<file path="config.mk">
export PLATFORM = sky130hd
export DESIGN_NAME = uart_rx_tx_serial_port_flat
export DESIGN_NICKNAME = d
export VERILOG_FILES = /design/src/hw/rtl/uart_sp_pkg.sv /design/src/hw/rtl/uart_sp_if.sv /design/src/hw/rtl/uart_sp_rx.sv /design/src/hw/rtl/uart_sp_tx.sv /design/src/hw/rtl/uart_rx_tx_serial_port.sv /design/src/flat_wrapper.sv
export SDC_FILE = /design/constraint.sdc
export NUM_CORES = 1
export LEC_CHECK = 0
export BUFFER_PORTS_ARGS = -buffer_cell sky130_fd_sc_hd__buf_4
export CORE_MARGIN = 4
export CORE_UTILIZATION = 60
export CTS_BUF_LIST = sky130_fd_sc_hd__clkbuf_8
export CTS_CLUSTER_SIZE = 25
export DETAILED_ROUTE_END_ITERATION = 10
export PLACE_DENSITY = 0.82
export SLEW_MARGIN = 15
export SYNTH_ARGS = -nofsm -noshare
export SYNTH_HDL_FRONTEND = slang
export SYNTH_SLANG_ARGS = --single-unit
</file>
<file path="constraint.sdc">
create_clock -name clk -period 3.6 [get_ports clk]
set_input_delay 0.72 -clock clk [delete_from_list [all_inputs] [get_ports clk]]
set_output_delay 0.72 -clock clk [all_outputs]
set_load 0.01 [all_outputs]
</file>
<file path="src/hw/rtl/uart_sp_pkg.sv">
// Shared types and constants for the serial port transmitter and receiver.
package uart_sp_pkg;

  localparam int unsigned DATA_W     = 8;
  localparam int unsigned PERIOD_W   = 16;
  localparam int unsigned WLEN_W     = 4;
  localparam int unsigned BIT_IDX_W  = 4;
  localparam int unsigned RX_CNT_W   = PERIOD_W + 1;
  localparam int unsigned CFG_IDX_W  = 1;
  localparam int unsigned CFG_DATA_W = PERIOD_W;

  localparam logic [CFG_IDX_W-1:0] REG_BIT_PERIOD  = 1'b0;
  localparam logic [CFG_IDX_W-1:0] REG_WORD_LENGTH = 1'b1;

  localparam logic [PERIOD_W-1:0] BIT_PERIOD_RST = 16'd3285;
  localparam logic [WLEN_W-1:0]   WORD_LEN_RST   = 4'd8;
  localparam logic [WLEN_W-1:0]   MAX_WORD       = 4'd8;

  typedef struct packed {
    logic [PERIOD_W-1:0] bit_period;
    logic [WLEN_W-1:0]   word_len;
  } cfg_t;

  typedef struct packed {
    logic              valid;
    logic [DATA_W-1:0] data;
  } rx_res_t;

  typedef struct packed {
    logic line_out;
    logic taken;
    logic start;
  } tx_res_t;

endpackage

</file>
<file path="src/hw/rtl/uart_sp_if.sv">
// Handshake interfaces for the tick input channel and the result channel.
interface uart_sp_in_if;
  import uart_sp_pkg::*;

  logic              valid;
  logic              ready;
  logic              line_in;
  logic              send_valid;
  logic [DATA_W-1:0] send_byte;

  modport source (output valid, output line_in, output send_valid, output send_byte,
                  input ready);
  modport sink (input valid, input line_in, input send_valid, input send_byte,
                output ready);
endinterface

interface uart_sp_out_if;
  import uart_sp_pkg::*;

  logic              valid;
  logic              ready;
  logic              line_out;
  logic              recv_valid;
  logic [DATA_W-1:0] recv_byte;
  logic              send_taken;
  logic              start_flag;

  modport source (output valid, output line_out, output recv_valid, output recv_byte,
                  output send_taken, output start_flag, input ready);
  modport sink (input valid, input line_out, input recv_valid, input recv_byte,
                input send_taken, input start_flag, output ready);
endinterface

</file>
<file path="src/hw/rtl/uart_sp_rx.sv">
// Serial receiver state and its per-tick next-state and result logic.
module uart_sp_rx (
  input  logic                          clk,
  input  logic                          rst_n,
  input  logic                          step,
  input  logic                          line_in,
  input  uart_sp_pkg::cfg_t             cfg,
  output uart_sp_pkg::rx_res_t          res
);
  import uart_sp_pkg::*;

  logic                 busy_r, busy_nxt;
  logic [RX_CNT_W-1:0]  cnt_r, cnt_nxt, cnt_dec;
  logic [BIT_IDX_W-1:0] idx_r, idx_nxt;
  logic [DATA_W-1:0]    shift_r, shift_nxt;

  assign cnt_dec = (cnt_r != '0) ? cnt_r - RX_CNT_W'(1) : cnt_r;

  always_comb begin
    busy_nxt  = busy_r;
    cnt_nxt   = cnt_r;
    idx_nxt   = idx_r;
    shift_nxt = shift_r;
    res       = '0;
    if (!busy_r) begin
      if (!line_in) begin
        busy_nxt  = 1'b1;
        idx_nxt   = '0;
        shift_nxt = '0;
        cnt_nxt   = {1'b0, cfg.bit_period} + {2'b00, cfg.bit_period[PERIOD_W-1:1]};
      end
    end else begin
      cnt_nxt = cnt_dec;
      if (cnt_dec == '0) begin
        if (idx_r < cfg.word_len) begin
          if (line_in) begin
            shift_nxt[idx_r[2:0]] = 1'b1;
          end
          idx_nxt = idx_r + BIT_IDX_W'(1);
          cnt_nxt = {1'b0, cfg.bit_period};
        end else begin
          res.valid = 1'b1;
          res.data  = shift_r;
          busy_nxt  = 1'b0;
        end
      end
    end
  end

  always_ff @(posedge clk) begin
    if (!rst_n) begin
      busy_r  <= 1'b0;
      cnt_r   <= '0;
      idx_r   <= '0;
      shift_r <= '0;
    end else if (step) begin
      busy_r  <= busy_nxt;
      cnt_r   <= cnt_nxt;
      idx_r   <= idx_nxt;
      shift_r <= shift_nxt;
    end
  end

endmodule

</file>
<file path="src/hw/rtl/uart_sp_tx.sv">
// Serial transmitter state and its per-tick next-state and result logic.
module uart_sp_tx (
  input  logic                          clk,
  input  logic                          rst_n,
  input  logic                          step,
  input  logic                          send_valid,
  input  logic [uart_sp_pkg::DATA_W-1:0] send_byte,
  input  uart_sp_pkg::cfg_t             cfg,
  output uart_sp_pkg::tx_res_t          res
);
  import uart_sp_pkg::*;

  logic                 busy_r, busy_nxt;
  logic [PERIOD_W-1:0]  cnt_r, cnt_nxt, cnt_dec;
  logic [BIT_IDX_W-1:0] idx_r, idx_nxt, idx_inc;
  logic [DATA_W-1:0]    shift_r, shift_nxt;
  logic                 lvl_r, lvl_nxt;

  assign cnt_dec = (cnt_r != '0) ? cnt_r - PERIOD_W'(1) : cnt_r;
  assign idx_inc = idx_r + BIT_IDX_W'(1);

  always_comb begin
    busy_nxt  = busy_r;
    cnt_nxt   = cnt_r;
    idx_nxt   = idx_r;
    shift_nxt = shift_r;
    lvl_nxt   = lvl_r;
    res       = '0;
    if (!busy_r) begin
      if (send_valid) begin
        busy_nxt  = 1'b1;
        shift_nxt = send_byte;
        idx_nxt   = '0;
        lvl_nxt   = 1'b0;
        cnt_nxt   = cfg.bit_period;
        res.taken = 1'b1;
        res.start = 1'b1;
      end else begin
        lvl_nxt = 1'b1;
      end
    end else begin
      cnt_nxt = cnt_dec;
      if (cnt_dec == '0) begin
        idx_nxt = idx_inc;
        if (idx_inc <= cfg.word_len) begin
          lvl_nxt = shift_r[idx_r[2:0]];
          cnt_nxt = cfg.bit_period;
        end else if (idx_inc == cfg.word_len + BIT_IDX_W'(1)) begin
          lvl_nxt = 1'b1;
          cnt_nxt = cfg.bit_period;
        end else begin
          busy_nxt = 1'b0;
          lvl_nxt  = 1'b1;
        end
      end
    end
    res.line_out = lvl_nxt;
  end

  always_ff @(posedge clk) begin
    if (!rst_n) begin
      busy_r  <= 1'b0;
      cnt_r   <= '0;
      idx_r   <= '0;
      shift_r <= '0;
      lvl_r   <= 1'b1;
    end else if (step) begin
      busy_r  <= busy_nxt;
      cnt_r   <= cnt_nxt;
      idx_r   <= idx_nxt;
      shift_r <= shift_nxt;
      lvl_r   <= lvl_nxt;
    end
  end

endmodule

</file>
<file path="src/hw/rtl/uart_rx_tx_serial_port.sv">
// Top level of the serial port: input stage, receiver, transmitter and result register.
//
//   Channel  Dir  Contents
//   in_ch    in   line_in, send_valid, send_byte (one clock tick of serial timing)
//   out_ch   out  line_out, recv_valid, recv_byte, send_taken, start_flag
//   cfg_*    in   register writes: bit_period (index 0), word_length (index 1)
//
// One transaction is accepted per cycle unless out_ch stalls; it passes both stages.
// Each accepted transaction advances the receiver and transmitter by one serial tick.
// Reset clears both pipeline stages and loads the register reset values.
// When the result is not taken, the stages hold and no serial state advances.
module uart_rx_tx_serial_port (
  input  logic                              clk,
  input  logic                              rst_n,
  uart_sp_in_if.sink                        in_ch,
  uart_sp_out_if.source                     out_ch,
  input  logic                              cfg_we,
  input  logic [uart_sp_pkg::CFG_IDX_W-1:0]  cfg_index,
  input  logic [uart_sp_pkg::CFG_DATA_W-1:0] cfg_wdata
);
  import uart_sp_pkg::*;

  logic [PERIOD_W-1:0] bit_period_r;
  logic [WLEN_W-1:0]   word_len_r;
  cfg_t                cfg;

  logic              stg_valid_r;
  logic              stg_line_r;
  logic              stg_send_valid_r;
  logic [DATA_W-1:0] stg_send_byte_r;

  logic              out_valid_r;
  logic              out_line_r;
  logic              out_recv_valid_r;
  logic [DATA_W-1:0] out_recv_byte_r;
  logic              out_taken_r;
  logic              out_start_r;

  logic    advance;
  rx_res_t rx_res;
  tx_res_t tx_res;

  always_ff @(posedge clk) begin
    if (!rst_n) begin
      bit_period_r <= BIT_PERIOD_RST;
      word_len_r   <= WORD_LEN_RST;
    end else if (cfg_we) begin
      case (cfg_index)
        REG_BIT_PERIOD:  bit_period_r <= cfg_wdata;
        REG_WORD_LENGTH: word_len_r   <= cfg_wdata[WLEN_W-1:0];
        default: ;
      endcase
    end
  end

  assign cfg = {bit_period_r, ((word_len_r > MAX_WORD) ? MAX_WORD : word_len_r)};

  assign advance     = stg_valid_r && (!out_valid_r || out_ch.ready);
  assign in_ch.ready = !stg_valid_r || advance;

  always_ff @(posedge clk) begin
    if (!rst_n) begin
      stg_valid_r <= 1'b0;
    end else if (in_ch.ready) begin
      stg_valid_r <= in_ch.valid;
    end
  end

  always_ff @(posedge clk) begin
    if (in_ch.ready && in_ch.valid) begin
      stg_line_r       <= in_ch.line_in;
      stg_send_valid_r <= in_ch.send_valid;
      stg_send_byte_r  <= in_ch.send_byte;
    end
  end

  uart_sp_rx u_rx (
    .clk     (clk),
    .rst_n   (rst_n),
    .step    (advance),
    .line_in (stg_line_r),
    .cfg     (cfg),
    .res     (rx_res)
  );

  uart_sp_tx u_tx (
    .clk        (clk),
    .rst_n      (rst_n),
    .step       (advance),
    .send_valid (stg_send_valid_r),
    .send_byte  (stg_send_byte_r),
    .cfg        (cfg),
    .res        (tx_res)
  );

  always_ff @(posedge clk) begin
    if (!rst_n) begin
      out_valid_r <= 1'b0;
    end else if (advance) begin
      out_valid_r <= 1'b1;
    end else if (out_ch.ready) begin
      out_valid_r <= 1'b0;
    end
  end

  always_ff @(posedge clk) begin
    if (advance) begin
      out_line_r       <= tx_res.line_out;
      out_recv_valid_r <= rx_res.valid;
      out_recv_byte_r  <= rx_res.data;
      out_taken_r      <= tx_res.taken;
      out_start_r      <= tx_res.start;
    end
  end

  assign out_ch.valid      = out_valid_r;
  assign out_ch.line_out   = out_line_r;
  assign out_ch.recv_valid = out_recv_valid_r;
  assign out_ch.recv_byte  = out_recv_byte_r;
  assign out_ch.send_taken = out_taken_r;
  assign out_ch.start_flag = out_start_r;

`ifndef SYNTHESIS
  a_byte_zero_when_idle: assert property (@(posedge clk) disable iff (!rst_n)
    (out_ch.valid && !out_ch.recv_valid) |-> (out_ch.recv_byte == '0))
    else $error("Received byte is nonzero without a completed frame.");

  a_start_with_taken: assert property (@(posedge clk) disable iff (!rst_n)
    out_ch.valid |-> (out_ch.start_flag == out_ch.send_taken))
    else $error("Start flag and send taken disagree.");

  a_start_drives_space: assert property (@(posedge clk) disable iff (!rst_n)
    (out_ch.valid && out_ch.start_flag) |-> !out_ch.line_out)
    else $error("Line is not low at the start of a frame.");

  a_stall_blocks_input: assert property (@(posedge clk) disable iff (!rst_n)
    (stg_valid_r && out_ch.valid && !out_ch.ready) |-> !in_ch.ready)
    else $error("Input accepted while both stages are blocked.");
`endif

endmodule
</file>
<file path="src/flat_wrapper.sv">
// flat-port wrapper written by rule: the top's interface ports become plain ports
module uart_rx_tx_serial_port_flat import uart_sp_pkg::*;
  (clk, rst_n, cfg_we, cfg_index, cfg_wdata, in_ch_valid, in_ch_line_in, in_ch_send_valid, in_ch_send_byte, in_ch_ready, out_ch_valid, out_ch_line_out, out_ch_recv_valid, out_ch_recv_byte, out_ch_send_taken, out_ch_start_flag, out_ch_ready);
  uart_sp_in_if in_ch_i ();
  uart_sp_out_if out_ch_i ();
  input  logic clk;
  input  logic rst_n;
  input  logic cfg_we;
  input  logic [uart_sp_pkg::CFG_IDX_W-1:0] cfg_index;
  input  logic [uart_sp_pkg::CFG_DATA_W-1:0] cfg_wdata;
  input wire logic [$bits(in_ch_i.valid)-1:0] in_ch_valid;
  input wire logic [$bits(in_ch_i.line_in)-1:0] in_ch_line_in;
  input wire logic [$bits(in_ch_i.send_valid)-1:0] in_ch_send_valid;
  input wire logic [$bits(in_ch_i.send_byte)-1:0] in_ch_send_byte;
  output wire logic [$bits(in_ch_i.ready)-1:0] in_ch_ready;
  output wire logic [$bits(out_ch_i.valid)-1:0] out_ch_valid;
  output wire logic [$bits(out_ch_i.line_out)-1:0] out_ch_line_out;
  output wire logic [$bits(out_ch_i.recv_valid)-1:0] out_ch_recv_valid;
  output wire logic [$bits(out_ch_i.recv_byte)-1:0] out_ch_recv_byte;
  output wire logic [$bits(out_ch_i.send_taken)-1:0] out_ch_send_taken;
  output wire logic [$bits(out_ch_i.start_flag)-1:0] out_ch_start_flag;
  input wire logic [$bits(out_ch_i.ready)-1:0] out_ch_ready;
  assign in_ch_i.valid = in_ch_valid;
  assign in_ch_i.line_in = in_ch_line_in;
  assign in_ch_i.send_valid = in_ch_send_valid;
  assign in_ch_i.send_byte = in_ch_send_byte;
  assign in_ch_ready = in_ch_i.ready;
  assign out_ch_valid = out_ch_i.valid;
  assign out_ch_line_out = out_ch_i.line_out;
  assign out_ch_recv_valid = out_ch_i.recv_valid;
  assign out_ch_recv_byte = out_ch_i.recv_byte;
  assign out_ch_send_taken = out_ch_i.send_taken;
  assign out_ch_start_flag = out_ch_i.start_flag;
  assign out_ch_i.ready = out_ch_ready;
  uart_rx_tx_serial_port u_core (.clk(clk), .rst_n(rst_n), .in_ch(in_ch_i), .out_ch(out_ch_i), .cfg_we(cfg_we), .cfg_index(cfg_index), .cfg_wdata(cfg_wdata));
endmodule
</file>
### After elaboration in Yosys (flattened, before gate mapping)

Cells that the tools add are included.

* multiplexer cells: 45
* bitwise operators: 5
* $add $sub $neg: 6
* $lt $le $gt $ge: 6
* reduce and logical (&&, ||, !) cells: 23
* equality and inequality tests: 6

Operator list (number)
* $mux W16: 6
* $mux W17: 5
* $mux W8: 5
* $mux W4: 8
* $add A16 B15 Y17: 1
* $logic_not A17 Y1: 1
* $mux W1: 17
* $reduce_bool A17 Y1: 1
* $sub A17 B1 Y17 const B: 1
* $logic_not A16 Y1: 1
* $reduce_bool A16 Y1: 1
* $sub A16 B1 Y16 const B: 1
* $add A4 B1 Y4 const B: 3
* $reduce_and A2 Y1: 5
* $mux W9: 1
* $lt A3 B4 Y1 const B: 2
* $ne A2 B1 Y1 const B: 4
* $or A8 B8 Y8: 1
* $reduce_and A3 Y1: 2
* $reduce_and A5 Y1: 1
* $eq A4 B4 Y1: 1
* $gt A4 B4 Y1 const B: 1
* $le A4 B4 Y1: 1
* $lt A4 B4 Y1: 1
* 12 further kinds: 20

* output and inout bits: 14
* bits of input ports: 32
* flip-flop bits (word level): 104
* word-level logic and storage cells: 112

### Logic depth before layout (Yosys ltp)

* depth after elaboration: 9
* gate-level depth with buffers: 12
* gate-level depth less buffers: 11

### Hierarchy

From an unflattened synthesis, not the netlist that was laid out.

* cell total of the unflattened synthesis: 808
* area total of the unflattened synthesis: 6805.3 sq um

By module, submodules not included
* uart_sp_rx: times used 1, cells an instance 394, area each 2904.0 sq um, sequential area each 600.6 sq um
* uart_sp_tx: times used 1, cells an instance 290, area each 2314.7 sq um, sequential area each 600.6 sq um
* uart_rx_tx_serial_port: times used 1, cells an instance 124, area each 1586.5 sq um, sequential area each 1101.1 sq um

### Worst setup path before layout

No wires, ideal clock.

* kind: register to register
* start: register u_core.u_rx.cnt_r[0]
* end: register u_core.u_rx.shift_r[0]
* period minus slack after synthesis: 3.151 ns
* required time: 3.516 ns
* data arrival time: 3.067 ns
* stages on the path, launching flop included: 12
* buffers on the path: 1
* setup slack: 0.449 ns
* path through: dfxtp_1 > inv_1 > ha_1 > or3b_2 > clkbuf_1 > nor4_1 > mux2i_1 > a21boi_0 > nand4_2 > or2_1 > or4_4 > o31ai_2

* word-level cells in the longest chain between the ends: 5
* elaborated cells between the ends (all ways): 6
* those cells by class: 1 x add/sub; 1 x eq/ne; 1 x mux; 3 x reduce/logical

RTL lines
* from (decl): line uart_sp_rx.sv:13 `logic [RX_CNT_W-1:0] cnt_r, cnt_nxt, cnt_dec;`
* from (signal assigned): line uart_sp_rx.sv:58 `cnt_r <= cnt_nxt;`
* $sub A17 B1 Y17 or $reduce_bool A17 Y1 (tied branches): line uart_sp_rx.sv:17 `assign cnt_dec = (cnt_r != '0) ? cnt_r - RX_CNT_W'(1) : cnt_r;`
* $mux W17 (*): line uart_sp_rx.sv:17
* $logic_not A17 Y1 (*): line uart_sp_rx.sv:34 `if (cnt_dec == '0) begin`
* $ne A2 B1 Y1 (no line) (*)
* $reduce_and A5 Y1 (no line) (*)
* to (signal assigned): line uart_sp_rx.sv:60 `shift_r <= shift_nxt;`
* to (decl): line uart_sp_rx.sv:15 `logic [DATA_W-1:0] shift_r, shift_nxt;`

Mark *: on every way between the ends. The rest lies on a longest branch, timed or not.
A chain may end at the register's enable or synchronous reset.

### Worst setup path after layout

Same ends and word-level chain as after synthesis.

==> flow_summary.toml <==
[place]
placed_cell_area_um2 = 6750
routabilityCongestion = 0.9738
port_buffers = 45
place_ws_ns = 0.2601
hpwl_um = 11940
place_inst = 901

[clock_network]
cts_max_path_buffers = 2
cts_setup_buffers = 0
numCtsBuffers = 9
clk_pin_slew_worst_paths_ns = 0.11
clock_latency_ns = 0.36
htreeDepth = 3
cts_tree = "yes"
cts_sinks = 103
root_buffer = "clkbuf_8"
cts-resized-gates = 0
ctsHoldBuffers = 0

[timing]
rsz0062_at_grt = "no"
whs_ns = 0.4493
postLayoutSetupSlackWorst_ns = 0.2171
setup-violations-final = 0
slew_violations = 0
max_freq_mhz = 295.6
worst_slew_pin_slew_ns = 0.8752
fin_crit_sh_pct = 93.97
fin_skew_ns = 0.02015
slew_headroom_pct = 41.44
hold_viol = 0
setup_tns_ns = 0
post-route-min-period_ns = 3.383

[global_routing]
grt_overflow_total = 0
antenna_found_initial = 0
grt_usage_pct = 26.89
grt_pass1_vias = 5440
grt_start_max_net_pins = 37
grt_pass1_wl_um = 26190

[min_path]
hold_class = "reg -> reg"
hp-start = "u_core.u_rx.shift_r[2]"
hold_path_depth = 2
hold_end = "u_core.u_rx.shift_r[2]"

[floorplan]
die_area_um2 = 12160
std_cell_rows = 37
coreArea_um2 = 10280
die_w_um = 110.3
initial_utilization_pct = 61.05
io_pins = 46
die_y_um = 110.3

[final_layout]
antenna-diode-count = 0
design_area_um2 = 6958
nFillCells = 839
multi_input_area_um2 = 3786
finalNonFillerCells = 917
nNetsFinal = 840
regArea_um2 = 2272
drive_above_1_share_pct = 13.19
synthToLayoutAreaGrowth_pct = 10.89
final_util_pct = 67.70

[setup_path]
rrSetupSlack_ns = 0.22
worstPathRequired_ns = 3.88
worst_setup_path_end_kind = "register"
worst_ep_arrival_time_ns = 3.66
rr_worst_depth = 10
r2r-start = "u_core.u_rx.cnt_r[0]"
worstSetupPathType = "reg -> reg"
r2r_end = "u_core.u_rx.shift_r[0]"
worstPathMaxFanout = 7
critPathLaunchType = "register"

[detailed_routing]
drc_errors = 0
final_antenna_net_count = 0
via_per_inst = 6.351
drtPass1Iterations = 5
vias = 5824
wirelength_um = 15980
dr.first_iter.drc_count = 418
wl_per_cell_um = 17.42

[logic_synthesis]
synth_area_per_cell_um2 = 8.491
synth.distinct_cells = 79
yosys_warnings = 0
synth_edf_count = 21
synth_nets = 803
synth-seq-cells = 103
async_reset_ff_share_pct = 0
syn_area_um2 = 6275
ys_seq_area_share_pct = 36.21
synthFlopType = "dfxtp_1"
synthCells = 739

[pwr]
leakage_nw = 2.822
p_per_area_nw_per_um2 = 404.4
vdd_ir_drop_max_v = 0.0002989
total_power_mw = 2.814

[status]
status = "finished clean"

[run]
cap_violations = 0
-- cell usage after synthesis, types with 3 or more instances --
master | count | area share (%)
nand2_1 | 93 | 5.6
dfxtp_1 | 82 | 26
nor2_1 | 57 | 3.4
a21oi_1 | 47 | 3.7
nand3_1 | 44 | 3.5
o21ai_0 | 32 | 2.6
ha_1 | 31 | 6.2
nor3_1 | 28 | 2.2
clkbuf_1 | 23 | 1.4
edfxtp_1 | 21 | 10
inv_1 | 19 | 1.1
mux2i_1 | 18 | 2.9
a31oi_1 | 16 | 1.6
nand2b_1 | 14 | 1.4
or3_1 | 13 | 1.3
xnor2_1 | 13 | 1.8
xor2_1 | 12 | 1.7
a211oi_1 | 11 | 1.3
and2_1 | 10 | 1.0
o211ai_1 | 8 | 0.96
o22ai_1 | 8 | 0.80
a21o_1 | 7 | 0.84
nor2b_1 | 7 | 0.70
or4_1 | 7 | 0.84
nand4_1 | 6 | 0.60
o31ai_1 | 6 | 0.72
and3_1 | 5 | 0.50
buf_2 | 5 | 0.40
nor4_1 | 5 | 0.50
o21a_1 | 5 | 0.60
o21ai_1 | 5 | 0.40
nor3b_1 | 4 | 0.48
o221ai_1 | 4 | 0.56
or2_2 | 4 | 0.40
or4_4 | 4 | 0.72
a222oi_1 | 3 | 0.48
a2bb2oi_1 | 3 | 0.42
buf_1 | 3 | 0.18
nor4_4 | 3 | 1.0
or3b_2 | 3 | 0.42
-- final cells by class --
class,count,area share [%]
flip-flops and latches,103,32.66
clock inverters,7,1.205
clock buffers,9,1.780
inverters,21,1.133
repair buffers,59,6.366
multi-input cells,582,54.41
well taps,136,2.446
-- cell usage in the layout (no fill, tap or decap), types with 4 or more instances in the layout --
| cell | netlist | final |
|---|---|---|
| mux2i_1 | 18 | 18 |
| edfxtp_1 | 21 | 21 |
| nor3_1 | 28 | 28 |
| o21ai_0 | 32 | 31 |
| clkbuf_8 | 0 | 9 |
| nand2_1 | 93 | 93 |
| and2_1 | 10 | 10 |
| nor3b_1 | 4 | 4 |
| xor2_1 | 12 | 12 |
| a21oi_1 | 47 | 47 |
| ha_1 | 31 | 31 |
| a21o_1 | 7 | 7 |
| dfxtp_1 | 82 | 82 |
| and3_1 | 5 | 5 |
| o211ai_1 | 8 | 8 |
| o22ai_1 | 8 | 8 |
| inv_1 | 19 | 20 |
| buf_4 | 2 | 59 |
| xnor2_1 | 13 | 13 |
| nand2b_1 | 14 | 14 |
| or4_1 | 7 | 7 |
| o221ai_1 | 4 | 4 |
| or4_4 | 4 | 4 |
| o21ai_1 | 5 | 6 |
| o31ai_1 | 6 | 6 |
| nor4_1 | 5 | 5 |
| or3_1 | 13 | 13 |
| o21a_1 | 5 | 5 |
| a211oi_1 | 11 | 11 |
| a31oi_1 | 16 | 16 |
| nor2_1 | 57 | 57 |
| nor2b_1 | 7 | 7 |
| or2_2 | 4 | 4 |
| nand4_1 | 6 | 6 |
| nand3_1 | 44 | 44 |
-- where the power goes --
part,switching (mW),leakage (nW),internal [mW],total [mW]
Combinational,0.441,1.85,0.317,0.758
Sequential,0.0697,0.868,1.23,1.30
Clock,0.426,0.104,0.332,0.758
Total,0.937,2.82,1.88,2.81
-- how the worst max path moves through the flow --
stage | from | end | slack, ns | depth (start not counted)
after floorplan | u_core.u_rx.cnt_r[0] | u_core.u_rx.shift_r[0] | 0.45 | 11
after global placement | u_core.u_rx.cnt_r[0] | u_core.u_rx.shift_r[0] | 0.37 | 10
after detailed placement | u_core.u_rx.cnt_r[0] | u_core.u_rx.shift_r[0] | 0.26 | 10
after CTS | u_core.u_rx.cnt_r[0] | u_core.u_rx.shift_r[0] | 0.23 | 10
after global routing | u_core.u_rx.cnt_r[0] | u_core.u_rx.shift_r[0] | 0.02 | 10
final | u_core.u_rx.cnt_r[0] | u_core.u_rx.shift_r[0] | 0.22 | 10
-- metal layers --
metal | routed length [um] | vias to the layer above | global-route usage, % | share of wire, %
li1 | - | 2804 | - | -
met1 | 6774 | 2751 | 35.89 | 42
met2 | 7789 | 235 | 45.84 | 49
met3 | 1086 | 34 | 3.087 | 6.8
met4 | 325 | 0 | 8.179 | 2.0
met5 | 0 | - | 0 | 0
-- state kept, by name, summed over array words and instances, names as in the netlist, 4 cells and up --
register and flops:
u_core.out_ch.recv_byte 8, u_core.u_rx.idx_r 4, u_core.u_tx.idx_r 4, u_core.word_len_r 4, u_core.u_tx.cnt_r 16, u_core.u_rx.shift_r 8, u_core.stg_send_byte_r 8, u_core.bit_period_r 16
u_core.u_tx.shift_r 8, u_core.u_rx.cnt_r 17
-- worst max-delay path: stages, from the launching register on --
cell and delay [ns]:
dfxtp_1 0.39, inv_1 0.10, ha_1 0.26, or3b_2 0.53, nor4_1 0.40, mux2i_1 0.34
a21boi_0 0.26, nand4_2 0.13, or2_1 0.27, or4_4 0.46, o31ai_2 0.17
-- cells by family after synthesis --
| kind of cell | Yosys count | synth area share [%] |
|---|---|---|
| AO/OA/AOI/OAI | 178 | 18.35 |
| multiplexers | 22 | 3.948 |
| flip-flops | 103 | 36.21 |
| AND/OR/NAND/NOR | 323 | 27.32 |
| adder cells (fa/ha/maj) | 32 | 6.500 |
| XOR/XNOR | 27 | 4.227 |
| buffers and inverters | 54 | 3.450 |
Power figures use the tool's default switching activity.
